==> src/fixed_partition_fit_allocator_defines.svh <==
// Assertion macros shared by the fixed partition fit allocator.
`ifndef FIXED_PARTITION_FIT_ALLOCATOR_DEFINES_SVH
`define FIXED_PARTITION_FIT_ALLOCATOR_DEFINES_SVH

// Same-cycle implication, checked on every rising edge outside reset.
`define FPFA_ASSERT_NOW(lbl, ante, cons, msg) \
  lbl: assert property (@(posedge clk) disable iff (!rst_n) (ante) |-> (cons)) \
    else $error(msg);

// Next-cycle implication, checked on every rising edge outside reset.
`define FPFA_ASSERT_NEXT(lbl, ante, cons, msg) \
  lbl: assert property (@(posedge clk) disable iff (!rst_n) (ante) |=> (cons)) \
    else $error(msg);

`endif

==> src/fpfa_pkg.sv <==
// Shared constants, codes and control types of the fixed partition fit allocator.
package fpfa_pkg;

  localparam int BLOCKS_DEF    = 16;
  localparam int SIZE_BITS_DEF = 16;

  localparam int FUNC_W     = 1;
  localparam int SLOT_W     = 4;
  localparam int LSIZE_W    = 16;
  localparam int REQ_W      = 16;
  localparam int GBLOCK_W   = 4;
  localparam int MODE_W     = 2;
  localparam int BCOUNT_W   = 5;
  localparam int CFG_IDX_W  = 2;
  localparam int CFG_DATA_W = 5;

  localparam logic [FUNC_W-1:0] FUNC_LOAD  = 1'b0;
  localparam logic [FUNC_W-1:0] FUNC_ALLOC = 1'b1;

  localparam logic [MODE_W-1:0] MODE_FIRST = 2'd0;
  localparam logic [MODE_W-1:0] MODE_BEST  = 2'd1;
  localparam logic [MODE_W-1:0] MODE_WORST = 2'd2;

  localparam logic [CFG_IDX_W-1:0] CFG_FIT_MODE    = 2'd0;
  localparam logic [CFG_IDX_W-1:0] CFG_BLOCK_COUNT = 2'd1;

  typedef struct packed {
    logic load_en;
    logic start;
    logic scan_en;
    logic commit;
  } cmd_t;

  typedef struct packed {
    logic scan_done;
  } status_t;

endpackage

==> src/fpfa_ifs.sv <==
// Valid/ready channel interfaces for the input, result and configuration items.
interface fpfa_in_if;
  logic                                valid;
  logic                                ready;
  logic [fpfa_pkg::FUNC_W-1:0]         func;
  logic [fpfa_pkg::SLOT_W-1:0]         slot_index;
  logic [fpfa_pkg::LSIZE_W-1:0]        load_size;
  logic [fpfa_pkg::REQ_W-1:0]          request_size;

  modport source (output valid, func, slot_index, load_size, request_size, input ready);
  modport sink   (input valid, func, slot_index, load_size, request_size, output ready);
endinterface

interface fpfa_out_if;
  logic                                valid;
  logic                                ready;
  logic                                request_granted;
  logic [fpfa_pkg::GBLOCK_W-1:0]       granted_block;

  modport source (output valid, request_granted, granted_block, input ready);
  modport sink   (input valid, request_granted, granted_block, output ready);
endinterface

interface fpfa_cfg_if;
  logic                                valid;
  logic                                ready;
  logic [fpfa_pkg::CFG_IDX_W-1:0]      index;
  logic [fpfa_pkg::CFG_DATA_W-1:0]     data;

  modport source (output valid, index, data, input ready);
  modport sink   (input valid, index, data, output ready);
endinterface

==> src/fpfa_ctrl.sv <==
// Controller state machine that sequences loads, partition scans and result hand-off.
module fpfa_ctrl (
  input  logic                          clk,
  input  logic                          rst_n,
  input  logic                          in_valid,
  input  logic [fpfa_pkg::FUNC_W-1:0]   in_func,
  output logic                          in_ready,
  input  logic                          out_ready,
  output logic                          out_valid,
  input  fpfa_pkg::status_t             status,
  output fpfa_pkg::cmd_t                cmd
);

  typedef enum logic [1:0] {
    S_IDLE,
    S_SCAN,
    S_COMMIT
  } state_t;

  state_t state_r, state_nxt;
  logic   out_valid_r, out_valid_nxt;

  always_comb begin
    state_nxt     = state_r;
    out_valid_nxt = out_valid_r & ~out_ready;
    cmd           = '0;
    unique case (state_r)
      S_IDLE: begin
        if (in_valid) begin
          if (in_func == fpfa_pkg::FUNC_LOAD) begin
            cmd.load_en = 1'b1;
          end else begin
            cmd.start = 1'b1;
            state_nxt = S_SCAN;
          end
        end
      end
      S_SCAN: begin
        cmd.scan_en = 1'b1;
        if (status.scan_done) begin
          state_nxt = S_COMMIT;
        end
      end
      S_COMMIT: begin
        if (!out_valid_r || out_ready) begin
          cmd.commit    = 1'b1;
          out_valid_nxt = 1'b1;
          state_nxt     = S_IDLE;
        end
      end
      default: begin
        state_nxt = S_IDLE;
      end
    endcase
  end

  always_ff @(posedge clk) begin
    if (!rst_n) begin
      state_r     <= S_IDLE;
      out_valid_r <= 1'b0;
    end else begin
      state_r     <= state_nxt;
      out_valid_r <= out_valid_nxt;
    end
  end

  assign in_ready  = (state_r == S_IDLE);
  assign out_valid = out_valid_r;

endmodule

==> src/fpfa_dp.sv <==
// Datapath with the partition size memory, used flags, scan counter and fit selection.
module fpfa_dp #(
  parameter int BLOCKS    = fpfa_pkg::BLOCKS_DEF,
  parameter int SIZE_BITS = fpfa_pkg::SIZE_BITS_DEF
) (
  input  logic                            clk,
  input  logic                            rst_n,
  input  fpfa_pkg::cmd_t                  cmd,
  input  logic [fpfa_pkg::SLOT_W-1:0]     slot_index,
  input  logic [fpfa_pkg::LSIZE_W-1:0]    load_size,
  input  logic [fpfa_pkg::REQ_W-1:0]      request_size,
  input  logic [fpfa_pkg::MODE_W-1:0]     fit_mode,
  input  logic [fpfa_pkg::BCOUNT_W-1:0]   block_count,
  output fpfa_pkg::status_t               status,
  output logic                            request_granted,
  output logic [fpfa_pkg::GBLOCK_W-1:0]   granted_block
);

  localparam int IDX_W = (BLOCKS > 1) ? $clog2(BLOCKS) : 1;
  localparam int CNT_W = $clog2(BLOCKS + 1);
  localparam int CMP_W = (SIZE_BITS > fpfa_pkg::REQ_W) ? SIZE_BITS : fpfa_pkg::REQ_W;
  localparam int SLX_W = (IDX_W > fpfa_pkg::SLOT_W) ? IDX_W : fpfa_pkg::SLOT_W;
  localparam int PKX_W = IDX_W + fpfa_pkg::GBLOCK_W;

  logic [SIZE_BITS-1:0] size_mem [BLOCKS];
  logic [SIZE_BITS-1:0] rd_data_r;
  logic [BLOCKS-1:0]    loaded_r;
  logic [BLOCKS-1:0]    used_r;

  logic [fpfa_pkg::REQ_W-1:0]    request_r;
  logic [fpfa_pkg::MODE_W-1:0]   mode_r;
  logic [CNT_W-1:0]              limit_r, limit_nxt;
  logic [CNT_W-1:0]              cnt_r;
  logic                          chk_vld_r;
  logic [IDX_W-1:0]              chk_idx_r;
  logic                          found_r;
  logic [IDX_W-1:0]              pick_r;
  logic [SIZE_BITS-1:0]          best_r;
  logic                          granted_r;
  logic [fpfa_pkg::GBLOCK_W-1:0] block_r;

  logic [SLX_W-1:0]     slot_ext;
  logic [IDX_W-1:0]     wr_idx;
  logic                 slot_ok;
  logic                 load_we;
  logic [IDX_W-1:0]     rd_idx;
  logic                 issue;
  logic [SIZE_BITS-1:0] chk_size;
  logic                 fits;
  logic                 take;
  logic [PKX_W-1:0]     pick_ext;

  assign slot_ext = SLX_W'(slot_index);
  assign wr_idx   = slot_ext[IDX_W-1:0];
  assign slot_ok  = (32'(slot_index) < BLOCKS);
  assign load_we  = cmd.load_en & slot_ok;
  assign rd_idx   = cnt_r[IDX_W-1:0];
  assign issue    = cmd.scan_en & (cnt_r != limit_r);

  assign limit_nxt = (32'(block_count) > BLOCKS) ? CNT_W'(BLOCKS) : CNT_W'(block_count);

  assign chk_size = loaded_r[chk_idx_r] ? rd_data_r : '0;
  assign fits     = chk_vld_r & ~used_r[chk_idx_r] &
                    (CMP_W'(chk_size) >= CMP_W'(request_r));

  always_comb begin
    take = 1'b0;
    if (fits) begin
      if (!found_r) begin
        take = 1'b1;
      end else begin
        case (mode_r)
          fpfa_pkg::MODE_BEST:  take = (chk_size < best_r);
          fpfa_pkg::MODE_WORST: take = (chk_size > best_r);
          default:              take = 1'b0;
        endcase
      end
    end
  end

  always_ff @(posedge clk) begin
    if (load_we) begin
      size_mem[wr_idx] <= SIZE_BITS'(load_size);
    end
    rd_data_r <= size_mem[rd_idx];
  end

  always_ff @(posedge clk) begin
    if (!rst_n) begin
      loaded_r  <= '0;
      used_r    <= '0;
      chk_vld_r <= 1'b0;
      found_r   <= 1'b0;
      cnt_r     <= '0;
    end else begin
      if (load_we) begin
        loaded_r[wr_idx] <= 1'b1;
        used_r[wr_idx]   <= 1'b0;
      end
      if (cmd.commit && found_r) begin
        used_r[pick_r] <= 1'b1;
      end
      if (cmd.start) begin
        cnt_r     <= '0;
        chk_vld_r <= 1'b0;
        found_r   <= 1'b0;
      end else begin
        chk_vld_r <= issue;
        if (issue) begin
          cnt_r <= cnt_r + CNT_W'(1);
        end
        if (take) begin
          found_r <= 1'b1;
        end
      end
    end
  end

  always_ff @(posedge clk) begin
    if (cmd.start) begin
      request_r <= request_size;
      mode_r    <= fit_mode;
      limit_r   <= limit_nxt;
    end
    if (issue) begin
      chk_idx_r <= rd_idx;
    end
    if (take) begin
      pick_r <= chk_idx_r;
      best_r <= chk_size;
    end
    if (cmd.commit) begin
      granted_r <= found_r;
      block_r   <= found_r ? pick_ext[fpfa_pkg::GBLOCK_W-1:0] : '0;
    end
  end

  assign pick_ext         = PKX_W'(pick_r);
  assign status.scan_done = (cnt_r == limit_r) & ~chk_vld_r;
  assign request_granted  = granted_r;
  assign granted_block    = block_r;

endmodule

==> src/fixed_partition_fit_allocator.sv <==
// An allocate item scans min(block_count, BLOCKS) entries of the partition size memory,
// one entry per cycle through its registered read port; the last compare and then the
// commit follow before a result is offered. Partitions never loaded read as size zero.
// A finished result waits in an output register, and the next item is accepted while it
// waits; a following allocate item holds its own result until the waiting one is taken.
// Configuration writes are taken in any cycle.
module fixed_partition_fit_allocator #(
  parameter int BLOCKS    = fpfa_pkg::BLOCKS_DEF,
  parameter int SIZE_BITS = fpfa_pkg::SIZE_BITS_DEF
) (
  input  logic        clk,
  input  logic        rst_n,
  fpfa_in_if.sink     in_ch,
  fpfa_out_if.source  out_ch,
  fpfa_cfg_if.sink    cfg_ch
);

  `include "fixed_partition_fit_allocator_defines.svh"

  logic [fpfa_pkg::MODE_W-1:0]   fit_mode_r;
  logic [fpfa_pkg::BCOUNT_W-1:0] block_count_r;
  fpfa_pkg::cmd_t                cmd;
  fpfa_pkg::status_t             status;

  assign cfg_ch.ready = 1'b1;

  always_ff @(posedge clk) begin
    if (!rst_n) begin
      fit_mode_r    <= fpfa_pkg::MODE_FIRST;
      block_count_r <= fpfa_pkg::BCOUNT_W'(16);
    end else if (cfg_ch.valid) begin
      unique case (cfg_ch.index)
        fpfa_pkg::CFG_FIT_MODE:    fit_mode_r    <= cfg_ch.data[fpfa_pkg::MODE_W-1:0];
        fpfa_pkg::CFG_BLOCK_COUNT: block_count_r <= cfg_ch.data[fpfa_pkg::BCOUNT_W-1:0];
        default: begin
        end
      endcase
    end
  end

  fpfa_ctrl u_ctrl (
    .clk       (clk),
    .rst_n     (rst_n),
    .in_valid  (in_ch.valid),
    .in_func   (in_ch.func),
    .in_ready  (in_ch.ready),
    .out_ready (out_ch.ready),
    .out_valid (out_ch.valid),
    .status    (status),
    .cmd       (cmd)
  );

  fpfa_dp #(
    .BLOCKS    (BLOCKS),
    .SIZE_BITS (SIZE_BITS)
  ) u_dp (
    .clk             (clk),
    .rst_n           (rst_n),
    .cmd             (cmd),
    .slot_index      (in_ch.slot_index),
    .load_size       (in_ch.load_size),
    .request_size    (in_ch.request_size),
    .fit_mode        (fit_mode_r),
    .block_count     (block_count_r),
    .status          (status),
    .request_granted (out_ch.request_granted),
    .granted_block   (out_ch.granted_block)
  );

  `FPFA_ASSERT_NOW(a_commit_no_overwrite, cmd.commit, !out_ch.valid || out_ch.ready, "result overwritten before it was taken")
  `FPFA_ASSERT_NEXT(a_busy_after_start, cmd.start, !in_ch.ready, "item accepted while a scan is running")
  `FPFA_ASSERT_NOW(a_denied_block_zero, out_ch.valid && !out_ch.request_granted, out_ch.granted_block == '0, "denied result carries a nonzero block")

endmodule
==> src/flat_wrapper.sv <==
// flat-port wrapper written by rule: the top's interface ports become plain ports
module fixed_partition_fit_allocator_flat 
#(
  parameter int BLOCKS    = fpfa_pkg::BLOCKS_DEF,
  parameter int SIZE_BITS = fpfa_pkg::SIZE_BITS_DEF
)
  (clk, rst_n, in_ch_valid, in_ch_func, in_ch_slot_index, in_ch_load_size, in_ch_request_size, in_ch_ready, out_ch_valid, out_ch_request_granted, out_ch_granted_block, out_ch_ready, cfg_ch_valid, cfg_ch_index, cfg_ch_data, cfg_ch_ready);
  fpfa_in_if in_ch_i ();
  fpfa_out_if out_ch_i ();
  fpfa_cfg_if cfg_ch_i ();
  input  logic clk;
  input  logic rst_n;
  input wire logic [$bits(in_ch_i.valid)-1:0] in_ch_valid;
  input wire logic [$bits(in_ch_i.func)-1:0] in_ch_func;
  input wire logic [$bits(in_ch_i.slot_index)-1:0] in_ch_slot_index;
  input wire logic [$bits(in_ch_i.load_size)-1:0] in_ch_load_size;
  input wire logic [$bits(in_ch_i.request_size)-1:0] in_ch_request_size;
  output wire logic [$bits(in_ch_i.ready)-1:0] in_ch_ready;
  output wire logic [$bits(out_ch_i.valid)-1:0] out_ch_valid;
  output wire logic [$bits(out_ch_i.request_granted)-1:0] out_ch_request_granted;
  output wire logic [$bits(out_ch_i.granted_block)-1:0] out_ch_granted_block;
  input wire logic [$bits(out_ch_i.ready)-1:0] out_ch_ready;
  input wire logic [$bits(cfg_ch_i.valid)-1:0] cfg_ch_valid;
  input wire logic [$bits(cfg_ch_i.index)-1:0] cfg_ch_index;
  input wire logic [$bits(cfg_ch_i.data)-1:0] cfg_ch_data;
  output wire logic [$bits(cfg_ch_i.ready)-1:0] cfg_ch_ready;
  assign in_ch_i.valid = in_ch_valid;
  assign in_ch_i.func = in_ch_func;
  assign in_ch_i.slot_index = in_ch_slot_index;
  assign in_ch_i.load_size = in_ch_load_size;
  assign in_ch_i.request_size = in_ch_request_size;
  assign in_ch_ready = in_ch_i.ready;
  assign out_ch_valid = out_ch_i.valid;
  assign out_ch_request_granted = out_ch_i.request_granted;
  assign out_ch_granted_block = out_ch_i.granted_block;
  assign out_ch_i.ready = out_ch_ready;
  assign cfg_ch_i.valid = cfg_ch_valid;
  assign cfg_ch_i.index = cfg_ch_index;
  assign cfg_ch_i.data = cfg_ch_data;
  assign cfg_ch_ready = cfg_ch_i.ready;
  fixed_partition_fit_allocator #(.BLOCKS(BLOCKS), .SIZE_BITS(SIZE_BITS)) u_core (.clk(clk), .rst_n(rst_n), .in_ch(in_ch_i), .out_ch(out_ch_i), .cfg_ch(cfg_ch_i));
endmodule
==> config.mk <==
export PLATFORM = sky130hd
export DESIGN_NAME = fixed_partition_fit_allocator_flat
export DESIGN_NICKNAME = d
export VERILOG_FILES = /design/src/fpfa_pkg.sv /design/src/fpfa_ifs.sv /design/src/fpfa_ctrl.sv /design/src/fpfa_dp.sv /design/src/fixed_partition_fit_allocator.sv /design/src/flat_wrapper.sv
export VERILOG_INCLUDE_DIRS = /design/src /design/src/src
export SDC_FILE = /design/constraint.sdc
export NUM_CORES = 1
export LEC_CHECK = 0
export ABC_AREA = 1
export BUFFER_PORTS_ARGS = -buffer_cell sky130_fd_sc_hd__buf_2
export CORE_ASPECT_RATIO = 1.25
export CORE_UTILIZATION = 60
export DETAILED_ROUTE_END_ITERATION = 16
export PLACE_DENSITY = 0.78
export SLEW_MARGIN = 20
export SYNTH_ARGS = -nofsm -noshare
export SYNTH_HDL_FRONTEND = slang
export SYNTH_SLANG_ARGS = --single-unit
==> constraint.sdc <==
create_clock -name clk -period 12.6 [get_ports clk]
set_input_delay 0.63 -clock clk [delete_from_list [all_inputs] [get_ports clk]]
set_output_delay 0.63 -clock clk [all_outputs]
set_load 0.005 [all_outputs]
==> flow_summary.ini <==
[critical_path]
arrival_ns = 4.41
crit_slowest_cell = edfxtp_1
end_kind = flop
crit_path_max_fanout = 20
slowest_delay_ns = 0.64
crit_chain = inv_4 -> nand2_1 -> nand3_1 -> nand3_1 -> nand3_1 -> nand2_4 -> inv_1 -> nor2_1 -> ha_1 -> a21oi_1 -> nand3b_1 -> a21oi_1 -> a2111oi_0 -> nand2_1 -> nand2_1 -> nand3_1 -> a21oi_4
cp.required_ns = 12.75
ff2ff_path_depth = 17
worstReg2RegEnd = u_core.u_dp.best_r[7]$_DFFE_PP_
criticalPathCategory = reg2reg
critical_path.startpoint_type = flop
critPathMostFrequentCell = nand3_1
startpoint = u_core.u_dp.chk_idx_r[0]$_DFFE_PP_
r2r_start = u_core.u_dp.chk_idx_r[0]$_DFFE_PP_
endpoint = u_core.u_dp.best_r[7]$_DFFE_PP_
r2r_slack_ns = 8.33

[routing]
drc = 0
vias = 10000
drt_iter0_drc = 824
detailedRoute.firstPassIterationCount = 5
wirelength_mm = 34.3
via_per_inst = 5.88
ant_nets = 0
drt-wirelength-per-cell_um = 20.1

[logic_synthesis]
synth_fp_nets = 1381
ys_ff_latch = 373
synth_warnings = 0
synth_area_sq_um = 15100
avgSynthCellArea_sq_um = 11.6
synth_cells = 1299
synth_cell_types = 40
synth-seq-area-share_pct = 70.0

[clock_network]
cts.sinks = 373
post-cts-setup-buffer-count = 0
hold_buffers = 0
clk-insertion-delay-late_ns = 0.53
cts_made_buffers = 36
clock_path_buffers = 3
clk_pin_slew_ns = 0.06
cts-root-buf = clkbuf_16
h-tree-depth = 2
cts-resized-gates = 0
cts_tree = done

[global_routing]
antenna_found_initial = 0
grt_use_total_pct = 27.7
grt_overflow = 0
grt_pass1_vias = 9704
grt_pass1_wl_mm = 52.5
grt_max_degree = 74

[timing]
fin_hold_ws_ns = 0.285
slew_violations = 0
worst_slack_ns = 8.33
hold_viol = 0
fin_crit_ns = 4.27
fin_worst_skew_ns = 0.0170
rsz0062_at_grt = false
worst_pin_slew_ns = 1.07
slew_headroom_pct = 28.8
clock.fmax_ghz = 0.234
setup_viol = 0
finalCritPeriodShare_pct = 33.9
tns_ns = 0

[floorplan]
chipWidth_um = 144
ios = 57
rows = 64
initial_core_util_pct = 61.3
coreArea_sq_um = 24600
die_area_sq_um = 25800
fp.dieH_um = 179

[power_and_ir_drop]
power.density_nw_per_um2 = 150
ir_drop_mv = 0.123
power.total_w = 0.00253
p_leak_nw = 6.15

[cells_and_area]
antennaDiodeCount = 0
area_delta_synth_final_pct = 11.6
finish.net_count = 1433
instances_no_fill = 1709
drive_gt1_share_pct = 10.9

[placement]
place_ws_ns = 8.05
place_congestion = 0.903
post-dp-hpwl_mm = 20.4
port_buffers = 55
dp_cells = 1643

[min_path]
hp-class = in2reg
hold_depth = 1

[run_status]
status = complete, no violations

[flow_run]
cap_violations = 0
## state kept, by name, summed over array words and instances (netlist names)
register,cells
u_core.u_dp.used_r,16
u_core.u_dp.limit_r,5
u_core.u_ctrl.out_valid,1
u_core.u_dp.loaded_r,16
u_core.u_dp.found_r,1
u_core.u_dp.rd_data_r,16
u_core.u_dp.mode_r,2
u_core.u_dp.size_mem,256
u_core.u_dp.chk_idx_r,4
u_core.u_dp.chk_vld_r,1
u_core.u_dp.request_granted,1
u_core.fit_mode_r,2
u_core.u_ctrl.state_r,2
u_core.u_dp.cnt_r,5
u_core.u_dp.best_r,16
u_core.block_count_r,5
u_core.u_dp.pick_r,4
u_core.u_dp.request_r,16
u_core.u_dp.granted_block,4
## worst min path at each step
stage	start	to	slack, ns
after floorplan	u_core.u_dp.cnt_r[2]$_SDFFE_PP0P_	u_core.u_dp.chk_idx_r[2]$_DFFE_PP_	0.40
final	in_ch_request_size[14]	u_core.u_dp.request_r[14]$_DFFE_PP_	0.29
after global routing	in_ch_request_size[15]	u_core.u_dp.request_r[15]$_DFFE_PP_	0.26
after global placement	u_core.fit_mode_r[1]$_SDFFE_PN0P_	u_core.u_dp.mode_r[1]$_DFFE_PP_	0.42
after detailed placement	u_core.fit_mode_r[1]$_SDFFE_PN0P_	u_core.u_dp.mode_r[1]$_DFFE_PP_	0.43
after CTS	in_ch_request_size[15]	u_core.u_dp.request_r[15]$_DFFE_PP_	0.27
## where the power goes
part	leakage, nW	internal, W	total (W)	switching, W
logic	2.29	0.0000399	0.000131	0.0000914
clock network	0.542	0.000590	0.00103	0.000441
registers	3.32	0.00135	0.00137	0.0000140
total	6.15	0.00198	0.00253	0.000547
## synth_stat cells
| library cell | number | area [sq um] |
|---|---|---|
| a21oi_1 | 49 | 245 |
| a31oi_1 | 1 | 6.26 |
| o211ai_1 | 10 | 75.1 |
| nand2_1 | 126 | 473 |
| buf_6 | 3 | 33.8 |
| edfxtp_1 | 308 | 9250 |
| inv_2 | 1 | 3.75 |
| nor4_1 | 3 | 18.8 |
| a41oi_1 | 1 | 8.76 |
| buf_2 | 1 | 5.00 |
| buf_1 | 5 | 18.8 |
| clkinv_1 | 3 | 11.3 |
| o21bai_1 | 1 | 7.51 |
| inv_4 | 1 | 6.26 |
| o221ai_1 | 25 | 219 |
| a211oi_1 | 4 | 30.0 |
| buf_4 | 2 | 15.0 |
| nand3_2 | 4 | 40.0 |
| nor3_1 | 5 | 25.0 |
| inv_1 | 125 | 469 |
| conb_1 | 1 | 3.75 |
| o21ai_1 | 1 | 5.00 |
| ha_1 | 33 | 413 |
| a2111oi_0 | 1 | 8.76 |
| nand3b_1 | 1 | 7.51 |
| nand2_2 | 2 | 12.5 |
| o22ai_1 | 43 | 269 |
| nor3_2 | 1 | 10.0 |
| nand2_4 | 1 | 11.3 |
| nand3_1 | 42 | 210 |
| nor2_1 | 212 | 796 |
| nand4_1 | 7 | 43.8 |
| dfxtp_1 | 65 | 1300 |
| xnor2_1 | 1 | 8.76 |
| a221oi_1 | 2 | 17.5 |
| clkinv_2 | 1 | 5.00 |
| o21ba_1 | 1 | 10.0 |
| or2_2 | 1 | 6.26 |
| clkbuf_1 | 48 | 180 |
| o21ai_0 | 157 | 786 |
## critical path: cells and delay by family, from the launching register on
kind | cells | cell delay (ns)
simple gates | 10 | 1.00
flops | 1 | 0.64
buf+inv | 2 | 0.59
compound gates | 4 | 1.34
fa+ha+maj | 1 | 0.31
## placed cells by master, fill, tap and decap left out, types with 2 or more instances in the layout
master,count
edfxtp_1,308
nor2_1,202
o21ai_0,157
nand2_1,126
inv_1,123
dfxtp_1,63
buf_2,55
a21oi_1,48
o22ai_1,43
nand3_1,42
clkbuf_16,37
ha_1,33
o221ai_1,25
buf_4,18
clkbuf_1,14
o211ai_1,10
nor2_2,10
nand4_1,7
clkinv_2,6
clkinv_1,5
nor3_1,5
a211oi_1,4
nand3_2,4
clkbuf_8,4
nor4_1,3
clkinvlp_4,3
a221oi_1,2
nand2_2,2
inv_6,2
## cells by family (layout without fill, tap and decap cells)
family	count (synthesis)	after routing	synth area share, %
AO/OA/AOI/OAI	296	296	11.2
XOR/XNOR	1	1	0.0581
adder cells (fa/ha/maj)	33	33	2.74
buffers and inverters	190	270	4.97
flip-flops	373	373	70.0
other	1	1	0.0249
AND/OR/NAND/NOR	405	405	11.0
## routing by layer
layer / GRT usage (%) / routed length, um / vias up
li1: - / - / 4689
met1: 33.7 / 13000 / 4799
met2: 47.2 / 17000 / 444
met3: 5.15 / 2620 / 116
met4: 14.0 / 1720 / 0
met5: 0 / 0 / -
## layout make-up
cell class,count,area (sq um)
Clock buffer,55,1030
Timing Repair Buffer,73,410
Tap cell,330,413
Inverter,131,497
Clock inverter,11,93.8
Sequential cell,373,10600
Fill cell,1792,7780
Multi-Input combinational cell,736,3800
## through the flow
stage	cell area, sq um	util (%)
final	16800	68.4
after global routing	16800	68.4
after CTS	16800	68.3
after detailed placement	15700	63.7
after global placement	15700	63.7
after floorplan	15100	-
Power figures use the tool's default switching activity.
